===== src/hdl/positional_list_insert_readout_macros.svh =====
// Assertion macros shared by the positional list insert and readout block.
`ifndef POSITIONAL_LIST_INSERT_READOUT_MACROS_SVH
`define POSITIONAL_LIST_INSERT_READOUT_MACROS_SVH

// The consequent must hold in the same cycle as the antecedent.
`define PLI_ASSERT_SAME(lbl, ante, cons, msg) \
   lbl: assert property (@(posedge clock) disable iff (reset) (ante) |-> (cons)) \
      else $error(msg);

// The consequent must hold in the cycle after the antecedent.
`define PLI_ASSERT_NEXT(lbl, ante, cons, msg) \
   lbl: assert property (@(posedge clock) disable iff (reset) (ante) |=> (cons)) \
      else $error(msg);

`endif


===== src/hdl/pli_pkg.sv =====
// Package with the types and constants of the positional list insert and readout block.
`timescale 1ns / 1ps
`default_nettype none

package pli_pkg;

   // List capacity and the widths that follow from it.
   localparam int CAPACITY = 16;
   localparam int LEN_W    = $clog2(CAPACITY + 1);
   localparam int IDX_W    = (CAPACITY > 1) ? $clog2(CAPACITY) : 1;
   localparam int STEP_W   = LEN_W + 1;

   // Fixed widths of the item fields.
   localparam int POS_W  = 8;
   localparam int DATA_W = 32;

   // A value of all ones stops the block until reset.
   localparam logic signed [DATA_W-1:0] STOP_VALUE = -32'sd1;

   // Result kinds.
   typedef enum logic [1:0] {
      KIND_INVALID = 2'd0,
      KIND_FORWARD = 2'd1,
      KIND_REVERSE = 2'd2
   } kind_type;

   // One result handed from the sequencer to the output register.
   typedef struct packed {
      logic                     valid;
      kind_type                 kind;
      logic signed [DATA_W-1:0] element;
      logic                     last;
   } rsp_load_type;

   // Access to the list store.
   typedef struct packed {
      logic                     wr_en;
      logic [IDX_W-1:0]         wr_addr;
      logic signed [DATA_W-1:0] wr_data;
      logic [IDX_W-1:0]         rd_addr;
   } ram_req_type;

endpackage

`default_nettype wire


===== src/hdl/pli_ram.sv =====
// Generic single write port, single read port RAM with registered read data.
`timescale 1ns / 1ps
`default_nettype none

module pli_ram #(
   parameter int WIDTH = 32,
   parameter int DEPTH = 16
) (
   input  wire logic                  clock,
   input  wire logic                  wr_en,
   input  wire logic [((DEPTH > 1) ? $clog2(DEPTH) : 1)-1:0] wr_addr,
   input  wire logic [WIDTH-1:0]      wr_data,
   input  wire logic [((DEPTH > 1) ? $clog2(DEPTH) : 1)-1:0] rd_addr,
   output logic      [WIDTH-1:0]      rd_data
);

   logic [WIDTH-1:0] mem_ff [DEPTH];
   logic [WIDTH-1:0] rd_data_ff;

   // Write port and registered read port.
   always_ff @(posedge clock) begin
      if (wr_en) begin
         mem_ff[wr_addr] <= wr_data;
      end
      rd_data_ff <= mem_ff[rd_addr];
   end

   assign rd_data = rd_data_ff;

endmodule

`default_nettype wire


===== src/hdl/pli_outreg.sv =====
// Output register of the result channel.
`timescale 1ns / 1ps
`default_nettype none

module pli_outreg (
   input  wire logic                       clock,
   input  wire logic                       reset,
   input  wire pli_pkg::rsp_load_type      load,
   output logic                            out_free,
   output logic                            rsp_valid,
   input  wire logic                       rsp_stall,
   output logic [1:0]                      rsp_kind,
   output logic signed [pli_pkg::DATA_W-1:0] rsp_element,
   output logic                            rsp_last
);

   logic                              valid_ff;
   logic                              valid_in;
   logic [1:0]                        kind_ff;
   logic signed [pli_pkg::DATA_W-1:0] element_ff;
   logic                              last_ff;

   // The register can take a new item when it is empty or its item leaves now.
   assign out_free = !valid_ff || !rsp_stall;

   always_comb begin
      if (load.valid) begin
         valid_in = 1'b1;
      end else if (rsp_stall) begin
         valid_in = valid_ff;
      end else begin
         valid_in = 1'b0;
      end
   end

   // Valid flag under reset, payload without.
   always_ff @(posedge clock) begin
      if (reset) begin
         valid_ff <= 1'b0;
      end else begin
         valid_ff <= valid_in;
      end
      if (load.valid) begin
         kind_ff    <= load.kind;
         element_ff <= load.element;
         last_ff    <= load.last;
      end
   end

   assign rsp_valid   = valid_ff;
   assign rsp_kind    = kind_ff;
   assign rsp_element = element_ff;
   assign rsp_last    = last_ff;

endmodule

`default_nettype wire


===== src/hdl/pli_seq.sv =====
// Sequencer that shifts, inserts and reads out the list through one address unit.
`timescale 1ns / 1ps
`default_nettype none

`include "positional_list_insert_readout_macros.svh"

module pli_seq (
   input  wire logic                          clock,
   input  wire logic                          reset,
   input  wire logic                          req_valid,
   output logic                               req_stall,
   input  wire logic [pli_pkg::POS_W-1:0]     req_position,
   input  wire logic signed [pli_pkg::DATA_W-1:0] req_value,
   input  wire logic                          out_free,
   output pli_pkg::rsp_load_type              load,
   output pli_pkg::ram_req_type               ram_req,
   input  wire logic signed [pli_pkg::DATA_W-1:0] ram_rdata
);

   typedef enum logic [2:0] {
      S_IDLE,
      S_INVALID,
      S_SHIFT,
      S_INSERT,
      S_PRIME,
      S_EMIT
   } state_type;

   state_type                          state_ff, state_in;
   logic                               stopped_ff, stopped_in;
   logic [pli_pkg::LEN_W-1:0]          len_ff, len_in;
   logic [pli_pkg::IDX_W-1:0]          pos_ff, pos_in;
   logic signed [pli_pkg::DATA_W-1:0]  val_ff, val_in;
   logic [pli_pkg::IDX_W-1:0]          cur_ff, cur_in;
   logic [pli_pkg::IDX_W-1:0]          wa_ff, wa_in;
   logic                               pend_ff, pend_in;
   logic [pli_pkg::STEP_W-1:0]         step_ff, step_in;

   logic [pli_pkg::STEP_W-1:0]         len_ext;
   logic [pli_pkg::STEP_W-1:0]         step_last;
   logic [pli_pkg::STEP_W-1:0]         rev_off;
   logic [pli_pkg::IDX_W-1:0]          readout_addr;

   // Readout address: forward steps read the step index, reverse ones count back.
   assign len_ext   = pli_pkg::STEP_W'(len_ff);
   assign step_last = (len_ext << 1) - pli_pkg::STEP_W'(1);
   assign rev_off   = step_last - step_in;
   assign readout_addr = (step_in < len_ext) ? step_in[pli_pkg::IDX_W-1:0]
                                             : rev_off[pli_pkg::IDX_W-1:0];

   assign req_stall = (state_ff != S_IDLE);

   // Next state, store access and result hand-over.
   always_comb begin
      state_in   = state_ff;
      stopped_in = stopped_ff;
      len_in     = len_ff;
      pos_in     = pos_ff;
      val_in     = val_ff;
      cur_in     = cur_ff;
      wa_in      = wa_ff;
      pend_in    = pend_ff;
      step_in    = step_ff;

      ram_req.wr_en   = 1'b0;
      ram_req.wr_addr = pos_ff;
      ram_req.wr_data = val_ff;

      load.valid   = 1'b0;
      load.kind    = pli_pkg::KIND_INVALID;
      load.element = '0;
      load.last    = 1'b0;

      unique case (state_ff)
         S_IDLE: begin
            if (req_valid && !stopped_ff) begin
               if (req_value == pli_pkg::STOP_VALUE) begin
                  stopped_in = 1'b1;
               end else if ((req_position > pli_pkg::POS_W'(len_ff)) ||
                            (len_ff == pli_pkg::LEN_W'(pli_pkg::CAPACITY))) begin
                  state_in = S_INVALID;
               end else begin
                  pos_in   = req_position[pli_pkg::IDX_W-1:0];
                  val_in   = req_value;
                  cur_in   = len_ff[pli_pkg::IDX_W-1:0];
                  pend_in  = 1'b0;
                  state_in = S_SHIFT;
               end
            end
         end
         S_INVALID: begin
            if (out_free) begin
               load.valid = 1'b1;
               load.last  = 1'b1;
               state_in   = S_IDLE;
            end
         end
         S_SHIFT: begin
            // The entry read last cycle moves one place towards the tail.
            if (pend_ff) begin
               ram_req.wr_en   = 1'b1;
               ram_req.wr_addr = wa_ff;
               ram_req.wr_data = ram_rdata;
            end
            if (cur_ff != pos_ff) begin
               wa_in   = cur_ff;
               cur_in  = cur_ff - pli_pkg::IDX_W'(1);
               pend_in = 1'b1;
            end else begin
               pend_in  = 1'b0;
               state_in = S_INSERT;
            end
         end
         S_INSERT: begin
            ram_req.wr_en = 1'b1;
            len_in        = len_ff + pli_pkg::LEN_W'(1);
            step_in       = '0;
            state_in      = S_PRIME;
         end
         S_PRIME: begin
            state_in = S_EMIT;
         end
         S_EMIT: begin
            if (out_free) begin
               load.valid   = 1'b1;
               load.kind    = (step_ff < len_ext) ? pli_pkg::KIND_FORWARD
                                                  : pli_pkg::KIND_REVERSE;
               load.element = ram_rdata;
               load.last    = (step_ff == step_last);
               step_in      = step_ff + pli_pkg::STEP_W'(1);
               if (step_ff == step_last) begin
                  state_in = S_IDLE;
               end
            end
         end
         default: begin
            state_in = S_IDLE;
         end
      endcase

      // The read port serves the shift while shifting and the readout otherwise.
      if (state_ff == S_SHIFT) begin
         ram_req.rd_addr = cur_ff - pli_pkg::IDX_W'(1);
      end else begin
         ram_req.rd_addr = readout_addr;
      end
   end

   // State and registered sequencer values.
   always_ff @(posedge clock) begin
      if (reset) begin
         state_ff   <= S_IDLE;
         stopped_ff <= 1'b0;
         len_ff     <= '0;
         pend_ff    <= 1'b0;
         step_ff    <= '0;
      end else begin
         state_ff   <= state_in;
         stopped_ff <= stopped_in;
         len_ff     <= len_in;
         pend_ff    <= pend_in;
         step_ff    <= step_in;
      end
      pos_ff <= pos_in;
      val_ff <= val_in;
      cur_ff <= cur_in;
      wa_ff  <= wa_in;
   end

   // Checks on the sequencer.
   `PLI_ASSERT_SAME(a_len_cap, 1'b1, len_ff <= pli_pkg::LEN_W'(pli_pkg::CAPACITY), "list length above capacity")
   `PLI_ASSERT_NEXT(a_stop_holds, stopped_ff, stopped_ff, "stop flag cleared")
   `PLI_ASSERT_SAME(a_shift_above_pos, (state_ff == S_SHIFT) && pend_ff, wa_ff > pos_ff, "shift writes at or below the insert place")
   `PLI_ASSERT_NEXT(a_last_ends, load.valid && load.last, state_ff == S_IDLE, "item not finished after its final result")
   `PLI_ASSERT_NEXT(a_insert_grows, state_ff == S_INSERT, len_ff == $past(len_ff) + pli_pkg::LEN_W'(1), "insert did not grow the list")

endmodule

`default_nettype wire


===== src/hdl/positional_list_insert_readout.sv =====
// Top level of the positional list insert and readout block.
// Usage:
//   The request channel (req_valid, req_stall, req_position, req_value) brings one item:
//   an insert place and a signed value. The response channel (rsp_valid, rsp_stall,
//   rsp_kind, rsp_element, rsp_last) returns the results of that item; rsp_last marks
//   its final result. A value of minus one stops the block; that item and all later
//   ones are taken and give no result.
//   A place past the tail, or a full list, gives one invalid result and no change.
//   Otherwise the value is inserted and the whole list is read out head to tail,
//   then tail to head, one result per cycle while the receiver does not stall.
// Sequence:
//   An insert at place p shifts the entries from p to the tail one place, writes the
//   value and primes the first read, then gives the results; the next item is taken
//   only after the final result. An invalid item gives its one result and returns to
//   idle; a stop or ignored item needs only its acceptance. The single read port of
//   the list store sets the pace of both the shift and the readout.
// Reset empties the list and clears the stop flag. While the receiver stalls the
// pending result holds and the readout waits; req_stall stays high until the
// final result of an item has entered the output register.
`timescale 1ns / 1ps
`default_nettype none

module positional_list_insert_readout (
   input  wire logic                              clock,
   input  wire logic                              reset,
   input  wire logic                              req_valid,
   output logic                                   req_stall,
   input  wire logic [pli_pkg::POS_W-1:0]         req_position,
   input  wire logic signed [pli_pkg::DATA_W-1:0] req_value,
   output logic                                   rsp_valid,
   input  wire logic                              rsp_stall,
   output logic [1:0]                             rsp_kind,
   output logic signed [pli_pkg::DATA_W-1:0]      rsp_element,
   output logic                                   rsp_last
);

   pli_pkg::rsp_load_type             load;
   pli_pkg::ram_req_type              ram_req;
   logic signed [pli_pkg::DATA_W-1:0] ram_rdata;
   logic                              out_free;

   // List store.
   pli_ram #(
      .WIDTH(pli_pkg::DATA_W),
      .DEPTH(pli_pkg::CAPACITY)
   ) u_ram (
      .clock   (clock),
      .wr_en   (ram_req.wr_en),
      .wr_addr (ram_req.wr_addr),
      .wr_data (ram_req.wr_data),
      .rd_addr (ram_req.rd_addr),
      .rd_data (ram_rdata)
   );

   // Sequencer.
   pli_seq u_seq (
      .clock        (clock),
      .reset        (reset),
      .req_valid    (req_valid),
      .req_stall    (req_stall),
      .req_position (req_position),
      .req_value    (req_value),
      .out_free     (out_free),
      .load         (load),
      .ram_req      (ram_req),
      .ram_rdata    (ram_rdata)
   );

   // Output register.
   pli_outreg u_outreg (
      .clock       (clock),
      .reset       (reset),
      .load        (load),
      .out_free    (out_free),
      .rsp_valid   (rsp_valid),
      .rsp_stall   (rsp_stall),
      .rsp_kind    (rsp_kind),
      .rsp_element (rsp_element),
      .rsp_last    (rsp_last)
   );

endmodule

`default_nettype wire


===== config.mk =====
export PLATFORM = sky130hd
export DESIGN_NAME = positional_list_insert_readout
export DESIGN_NICKNAME = d
export VERILOG_FILES = /design/src/hdl/pli_pkg.sv /design/src/hdl/pli_ram.sv /design/src/hdl/pli_outreg.sv /design/src/hdl/pli_seq.sv /design/src/hdl/positional_list_insert_readout.sv
export VERILOG_INCLUDE_DIRS = /design/src /design/src/hdl
export SDC_FILE = /design/constraint.sdc
export NUM_CORES = 1
export LEC_CHECK = 0
export BUFFER_PORTS_ARGS = -buffer_cell sky130_fd_sc_hd__buf_2
export CORE_MARGIN = 5
export CORE_UTILIZATION = 61
export CTS_CLUSTER_DIAMETER = 40
export CTS_CLUSTER_SIZE = 14
export DETAILED_ROUTE_END_ITERATION = 10
export GPL_TIMING_DRIVEN = 0
export HOLD_SLACK_MARGIN = 0.08
export PLACE_DENSITY = 0.78
export SLEW_MARGIN = 10
export SYNTH_ARGS = -nofsm -noshare
export SYNTH_HDL_FRONTEND = slang
export SYNTH_HIERARCHICAL = 1
export SYNTH_SLANG_ARGS = --single-unit

===== constraint.sdc =====
create_clock -name clock -period 5.9 [get_ports clock]
set_input_delay 0.59 -clock clock [delete_from_list [all_inputs] [get_ports clock]]
set_output_delay 0.59 -clock clock [all_outputs]
set_load 0.05 [all_outputs]

==> impl_metrics.py, run 1 <==
metrics = {
    "outcome": {
        "status": "finished, final reports clean",
    },
    "yosys": {
        "ys_dominant_reg_cell": "edfxtp_1",
        "synth.area.mux_share": 0.1367,
        "synthAdderAreaFrac": 0.01017,
        "ys.warnings.count": 6,
        "synthCells": 1221,
        "synth_top_family_by_area": "multiplexers",
        "yosysTopAreaCell": "edfxtp_1",
        "yosys-top-cells-count": "591 x edfxtp_1, 128 x mux4_2, 65 x a22oi_1, 49 x dfxtp_1, 49 x nand2_1",
        "number_of_nets_produced_by_synthesis": 1285,
        "synthesis.area_sq_um": 24600,
        "post_synth_xor_area_fraction": 0.007120,
        "area_fraction_in_compound_gates_after_synthesis": 0.03204,
        "post_synth_and_or_nand_nor_area_fraction": 0.03880,
        "yosysSeqAreaShare": 0.7612,
        "synth.avg_cell_area_sq_um": 20.15,
        "yosys.area.top_type_share": 0.7214,
        "synth_top_cells_by_area": "edfxtp_1 72%, mux4_2 12%, dfxtp_1 4.0%, a22oi_1 2.0%, mux2_2 1.6%",
        "yosys.cell_count.top_type": "edfxtp_1",
        "synth_enable_flop_cells": 591,
        "yosysUniqueCellTypes": 54,
        "synth.ff_latch_count": 640,
        "async_flop_share": 0,
    },
    "placed_design": {
        "preCtsSetupSlack_ps": 161.2,
        "gp_routability_congestion": 0.8531,
        "detailed_place_hpwl_mm": 35.82,
        "placement.io_buffers": 80,
    },
    "die": {
        "fp.dieW_um": 210.8,
        "core_area_sq_um": 39820,
        "rows": 73,
        "design.die.area_sq_um": 44450,
        "starting_utilization_of_the_core_area": 0.6178,
        "ios": 81,
        "dieHeight_um": 210.8,
    },
    "final_layout": {
        "n_fill_cell": 2287,
        "nets": 1472,
        "area.growth.synth_to_final_pct": 16.77,
        "final_layout_size_suffix_gt1_frac": 0.3006,
    },
    "critical_path": {
        "critical_path.startpoint_type": "flop",
        "required_ps": 6340,
        "end_kind": "flop",
        "critPathMaxFanout": 10,
        "timing_worst_setup_path_type": "reg -> reg",
        "worstPathArrival_ps": 6070,
    },
    "drt": {
        "drt-wirelength-per-cell_um": 30.13,
        "remaining_drc_errors": 0,
        "detailedRoute.firstIterationViolations": 1445,
        "overall_routed_net_length_mm": 60.06,
        "number_of_nets_with_antenna_violations_after_routing": 0,
        "vias": 13120,
        "via_per_inst": 6.584,
        "drt_first_pass_iters": 7,
    },
    "timing": {
        "relSlewSlack": 0.1633,
        "post-route-worst-setup-slack_ps": 271.8,
        "min_tclk_post_route_ps": 5628,
        "timing_max_transition_violations_final": 0,
        "clock_skew_ps": 29.91,
        "finalSetupViolCount": 0,
        "finalCritPeriodShare": 0.9539,
        "final_hold_viol_count": 0,
        "max_freq_mhz": 177.7,
        "rsz0062_at_grt": "false",
        "tightest_slew_ps": 1244,
    },
    "cts": {
        "clkTransAtPathRegs_ps": 60,
        "cts.hold.buffers_added": 0,
        "cts_repair_resize_count": 0,
        "cts.repair_timing.setup_buffer_count": 0,
        "clk_latency_ps": 590,
        "tritoncts.num_buffers": 75,
        "root_buffer": "clkbuf_16",
        "clockBufferDepth": 3,
        "cts.sinks": 640,
        "cts_tree": "yes",
        "htreeDepth": 3,
    },
    "power": {
        "p_leak_nw": 9.723,
        "switching_part_of_the_total": 0.2103,
        "internal_power_mw": 7.745,
        "pwr_density_cell_nw_per_um2": 341.3,
        "switching_power_mw": 2.062,
        "report.power.total_mw": 9.807,
        "clockPowerShare": 0.471,
        "part_of_the_power_in_registers": 0.504,
        "irDropWorstVdd_uv": 271.2,
        "combPwrFrac": 0.025,
    },
    "global_routing": {
        "largest_net_degree_at_the_start_of_global_routing": 29,
        "grtUsageTotal": 0.2743,
        "antenna_violations_before_repair": 3,
        "grt-ovfl-total": 0,
        "grt_first_pass_wirelength_mm": 88.09,
        "number_of_global_route_vias_before_repair": 13490,
    },
    "flow_run": {
        "max_capacitance_violation_count": 0,
    },
    "hold_path": {
        "timing.hold.worst.class": "in -> reg",
    },
}
stage by stage:
step                      hold WS [ps]  utilization  instance area, sq um  TNS, ps  std cells
after detailed placement         475.9       0.6588                 26230        0       1856
after global placement           447.8       0.6443                 25660  -216890       1826
after CTS                        172.4       0.7213                 28730        0       1992
final                            188.2       0.7214                 28730        0       1993
after global routing             182.9       0.7213                 28730        0       1992
after floorplan                  431.3            -                 24600        0       1221
registers in the layout, indices dropped and copies added (netlist names):
signal	flops
u_ram/mem_ff	512
u_outreg/rsp_element	32
u_ram/rd_data	32
u_seq/val_ff	32
u_seq/step_ff	6
u_seq/len_ff	5
u_seq/cur_ff	4
u_seq/pos_ff	4
u_seq/wa_ff	4
u_seq/state_ff	3
u_outreg/rsp_kind	2
u_outreg/rsp_last	1
u_outreg/rsp_valid	1
u_seq/pend_ff	1
u_seq/stopped_ff	1
area by class of cell:
type / count / area [sq um] / share of cell area
inverters: 17 / 63.81 / 0.002221
flip-flops and latches: 640 / 18730 / 0.6519
diodes: 1 / 2.502 / 0.00008710
clock inverters: 44 / 457.9 / 0.01594
well taps: 525 / 656.9 / 0.02286
plain buffers: 61 / 279.0 / 0.009712
multi-input cells: 503 / 5649 / 0.1966
repair buffers: 110 / 857.1 / 0.02983
clock buffers: 92 / 2034 / 0.07082
cells by family after synthesis:
group                      after synthesis
DFF                                    640
xor gates and xnor gates                20
muxes                                  171
buffers and inverters                   78
and+or+nand+nor                        182
AOI/OAI and AO/OA                      110
adders and majority gates               20
layout by cell type (no fill, tap or decap), drive strengths merged, types with 13 or more instances in the layout:
cell type	Yosys	routed
a21oi	13	13
a22oi	65	65
and2	36	36
buf	33	143
clkbuf	28	120
clkinv	0	14
dfxtp	49	49
edfxtp	591	591
ha	20	20
inv	17	40
mux2	37	37
mux4	128	128
nand2	49	49
nand4	15	15
nor2	35	35
power groups by stage:
stage	sequential, mW	combinational [mW]	clock, mW
CTS	4.94	0.245	4.67
detailed placement	5.04	0.240	0
finish	4.94	0.244	4.62
floorplan	5.08	0.116	0
global placement	5.04	0.230	0
global route	4.94	0.259	4.88
path summary, 6_finish.rpt:
kind / startpoint / to / slack [ps] / cells past startpoint
worst min register to register: u_seq/stopped_ff / u_seq/stopped_ff / 500 / 2
worst max-delay path: u_outreg/rsp_valid / u_ram/rd_data[19] / 270 / 17
worst max register to register: u_outreg/rsp_valid / u_ram/rd_data[19] / 270 / 17
worst min-delay path: reset / u_outreg/rsp_valid / 190 / 2
routing by layer:
layer	vias to the layer above	wire, um	track usage	part of all wire
li1	5378	-	-	-
met1	6730	21450	0.3592	0.36
met2	861	30170	0.4514	0.50
met3	148	6040	0.06550	0.10
met4	4	2376	0.1127	0.040
met5	-	27	0	0.00045
critical path, stage by stage, from the launching register on:
cell and delay (ps):
dfxtp_1 320, nand2_1 240, nand2_1 210, nor3_2 740, nand4_1 200, mux2i_1 300, ha_1 310, a21o_1 180
a21oi_1 180, o211ai_2 120, nor2_2 240, mux2_4 340, mux2i_1 170, buf_2 370, buf_1 660, mux4_2 490
a22oi_1 280, nand2_1 130
(Power assumes the default switching activity.)
==> run 2: changes to the inputs <==
CORE_UTILIZATION = 40   (was 61)
PLACE_DENSITY = default   (was 0.78)
==> run 2 against run 1 <==
Effect of this change: clock-buffer cell count rose by 6; power up 7.2%; core utilization is 23 points lower; via count down 2.6%; sequential share of layout area down 2.8 points; worst setup slack improved by 150 ps; register-to-register slack gained 150 ps; sequential power about the same; first-iteration DRC count decreased by 22%; routed wire length decreased by 0.60%; critical path depth unchanged.
==> impl_metrics.py, run 2 (synthesized netlist as in run 1, its figures left out) <==
metrics = {
    "final_layout": {
        "area.growth.synth_to_final_pct": 21.92,
        "final_layout_size_suffix_gt1_frac": 0.3285,
        "insertedDiodeCount": 0,
        "leading_cell_type_in_the_layout_fill_and_taps_excluded": "edfxtp_1",
        "largest_reg_flops": 512,
        "nets": 1502,
        "fin_area_sq_um": 30000,
        "most-common-layout-cells": "591 x edfxtp_1, 128 x mux4_2, 93 x buf_2",
        "largest-register": "u_ram/mem_ff",
    },
    "outcome": {
        "status": "finished, final reports clean",
    },
    "die": {
        "core_area_sq_um": 61370,
        "rows": 91,
        "ios": 81,
        "design.die.area_sq_um": 66570,
        "fp.dieW_um": 258.0,
        "starting_utilization_of_the_core_area": 0.4009,
        "dieHeight_um": 258.0,
    },
    "cts": {
        "clockBufferDepth": 3,
        "htreeDepth": 3,
        "cts.repair_timing.setup_buffer_count": 0,
        "cts.sinks": 640,
        "tritoncts.num_buffers": 91,
        "cts_tree": "yes",
        "clkTransAtPathRegs_ps": 60,
        "root_buffer": "clkbuf_16",
        "clk_latency_ps": 650,
    },
    "critical_path": {
        "r2r_cells": 17,
        "critPathMaxFanout": 10,
        "worstPathArrival_ps": 5990,
        "critical_path.startpoint_type": "flop",
        "required_ps": 6410,
        "timing_worst_setup_path_type": "reg -> reg",
        "end_kind": "flop",
        "worst_r2r_startpoint": "u_outreg/rsp_valid",
        "cp-startpoint": "u_outreg/rsp_valid",
    },
    "power": {
        "clockPowerShare": 0.506,
        "p_leak_nw": 10.12,
        "internal_power_mw": 8.171,
        "part_of_the_power_in_registers": 0.470,
        "switching_part_of_the_total": 0.2230,
        "irDropWorstVdd_uv": 253.5,
        "combPwrFrac": 0.024,
        "switching_power_mw": 2.345,
        "pwr_density_cell_nw_per_um2": 350.6,
    },
    "hold_path": {
        "hold_path_startpoint": "req_value[9]",
        "timing.hold.worst.class": "in -> reg",
        "hold-path-cell-count": 1,
    },
    "timing": {
        "final_hold_viol_count": 0,
        "timing_max_transition_violations_final": 0,
        "tightest_slew_ps": 1191,
        "clock_skew_ps": 39.60,
        "setup-tns-final_ps": 0,
        "min_tclk_post_route_ps": 5481,
        "max_freq_mhz": 182.5,
        "finalSetupViolCount": 0,
        "rsz0062_at_grt": "false",
        "relSlewSlack": 0.1985,
        "finalCritPeriodShare": 0.9289,
    },
    "placed_design": {
        "placement.io_buffers": 80,
        "detailed_place_hpwl_mm": 39.12,
        "placed_inst_area_sq_um": 26910,
        "gp_routability_congestion": 0.7971,
    },
    "drt": {
        "detailedRoute.firstIterationViolations": 1124,
        "number_of_nets_with_antenna_violations_after_routing": 0,
        "vias": 12790,
        "overall_routed_net_length_mm": 59.70,
        "remaining_drc_errors": 0,
        "drt_first_pass_iters": 5,
        "via_per_inst": 5.545,
        "drt-wirelength-per-cell_um": 25.89,
    },
    "global_routing": {
        "grt-ovfl-total": 0,
        "grtUsageTotal": 0.1795,
        "number_of_global_route_vias_before_repair": 13140,
        "antenna_violations_before_repair": 3,
        "grt_first_pass_wirelength_mm": 88.00,
        "largest_net_degree_at_the_start_of_global_routing": 22,
    },
    "flow_run": {
        "max_capacitance_violation_count": 0,
    },
}
==> run 2: cell types whose count changed in the layout (fill, tap and decap cells not counted), moves of 3 or more <==
cell and change:
buf_12 -4, buf_4 +5, clkbuf_16 +13, clkbuf_1 -8, buf_16 +15, clkinv_2 +3
clkinv_4 +10, clkinvlp_4 +11
==> run 2: final timing paths <==
path	slack [ps]	end
setup / recovery	420	u_ram/rd_data[17]
setup reg to reg	420	u_ram/rd_data[17]
hold / removal	140	u_seq/val_ff[9]
hold reg to reg	490	u_seq/stopped_ff
==> run 2: worst max-delay path: stages, from the launching register on <==
cell	delay [ps]
dfxtp_1	310
nand2_1	250
nand2_1	230
nor3_4	570
nand4_1	200
mux2i_1	370
ha_1	330
a21o_1	180
a21oi_1	180
o211ai_2	130
nor2_2	230
mux2_4	330
mux2i_1	140
buf_2	390
buf_1	710
mux4_2	420
a22oi_1	280
nand2_1	120
==> run 2: power groups by stage <==
stage	Clock, mW	Combinational [mW]	Sequential (mW)
after CTS	5.44	0.252	4.95
after floorplan	0	0.116	5.08
after global routing	5.64	0.266	4.95
final	5.32	0.248	4.95
after global placement	0	0.240	5.04
after detailed placement	0	0.250	5.04
==> run 2: layer usage <==
metal	wire, um	vias to the layer above	GRT usage
met1	25750	6760	0.2585
met3	4072	88	0.03569
met2	28480	460	0.2815
li1	-	5478	-
met4	1401	0	0.05206
met5	0	-	0
==> run 2: cell type report <==
| cell class | instances | area (sq um) |
|---|---|---|
| plain buffers | 61 | 279.0 |
| clock buffers | 98 | 2344 |
| clock inverters | 73 | 732.0 |
| fillers | 4980 | 31380 |
| inverters | 17 | 63.81 |
| multi-input cells | 503 | 5655 |
| flip-flops and latches | 640 | 18730 |
| well taps | 790 | 988.4 |
| repair buffers | 124 | 1205 |
==> run 2: stage by stage <==
step                power, mW  instances  utilization  hold slack (ps)  setup WS (ps)
detailed placement      5.292       2135       0.4385            465.6         -59.48
floorplan               5.193       1221            -            431.3           1022
CTS                     10.64       2306       0.4887            86.65          254.9
global placement        5.284       2091       0.4235            448.9          -2541
global route            10.86       2306       0.4888            109.8          190.8
finish                  10.52       2306       0.4888            136.8          419.4
==> run 2: repair_timing <==
action / 4_1_cts / 5_1_grt
endpoints found under the setup margin: 0 / 11
hold buffers: 0 / 0
resized for setup: 0 / 1
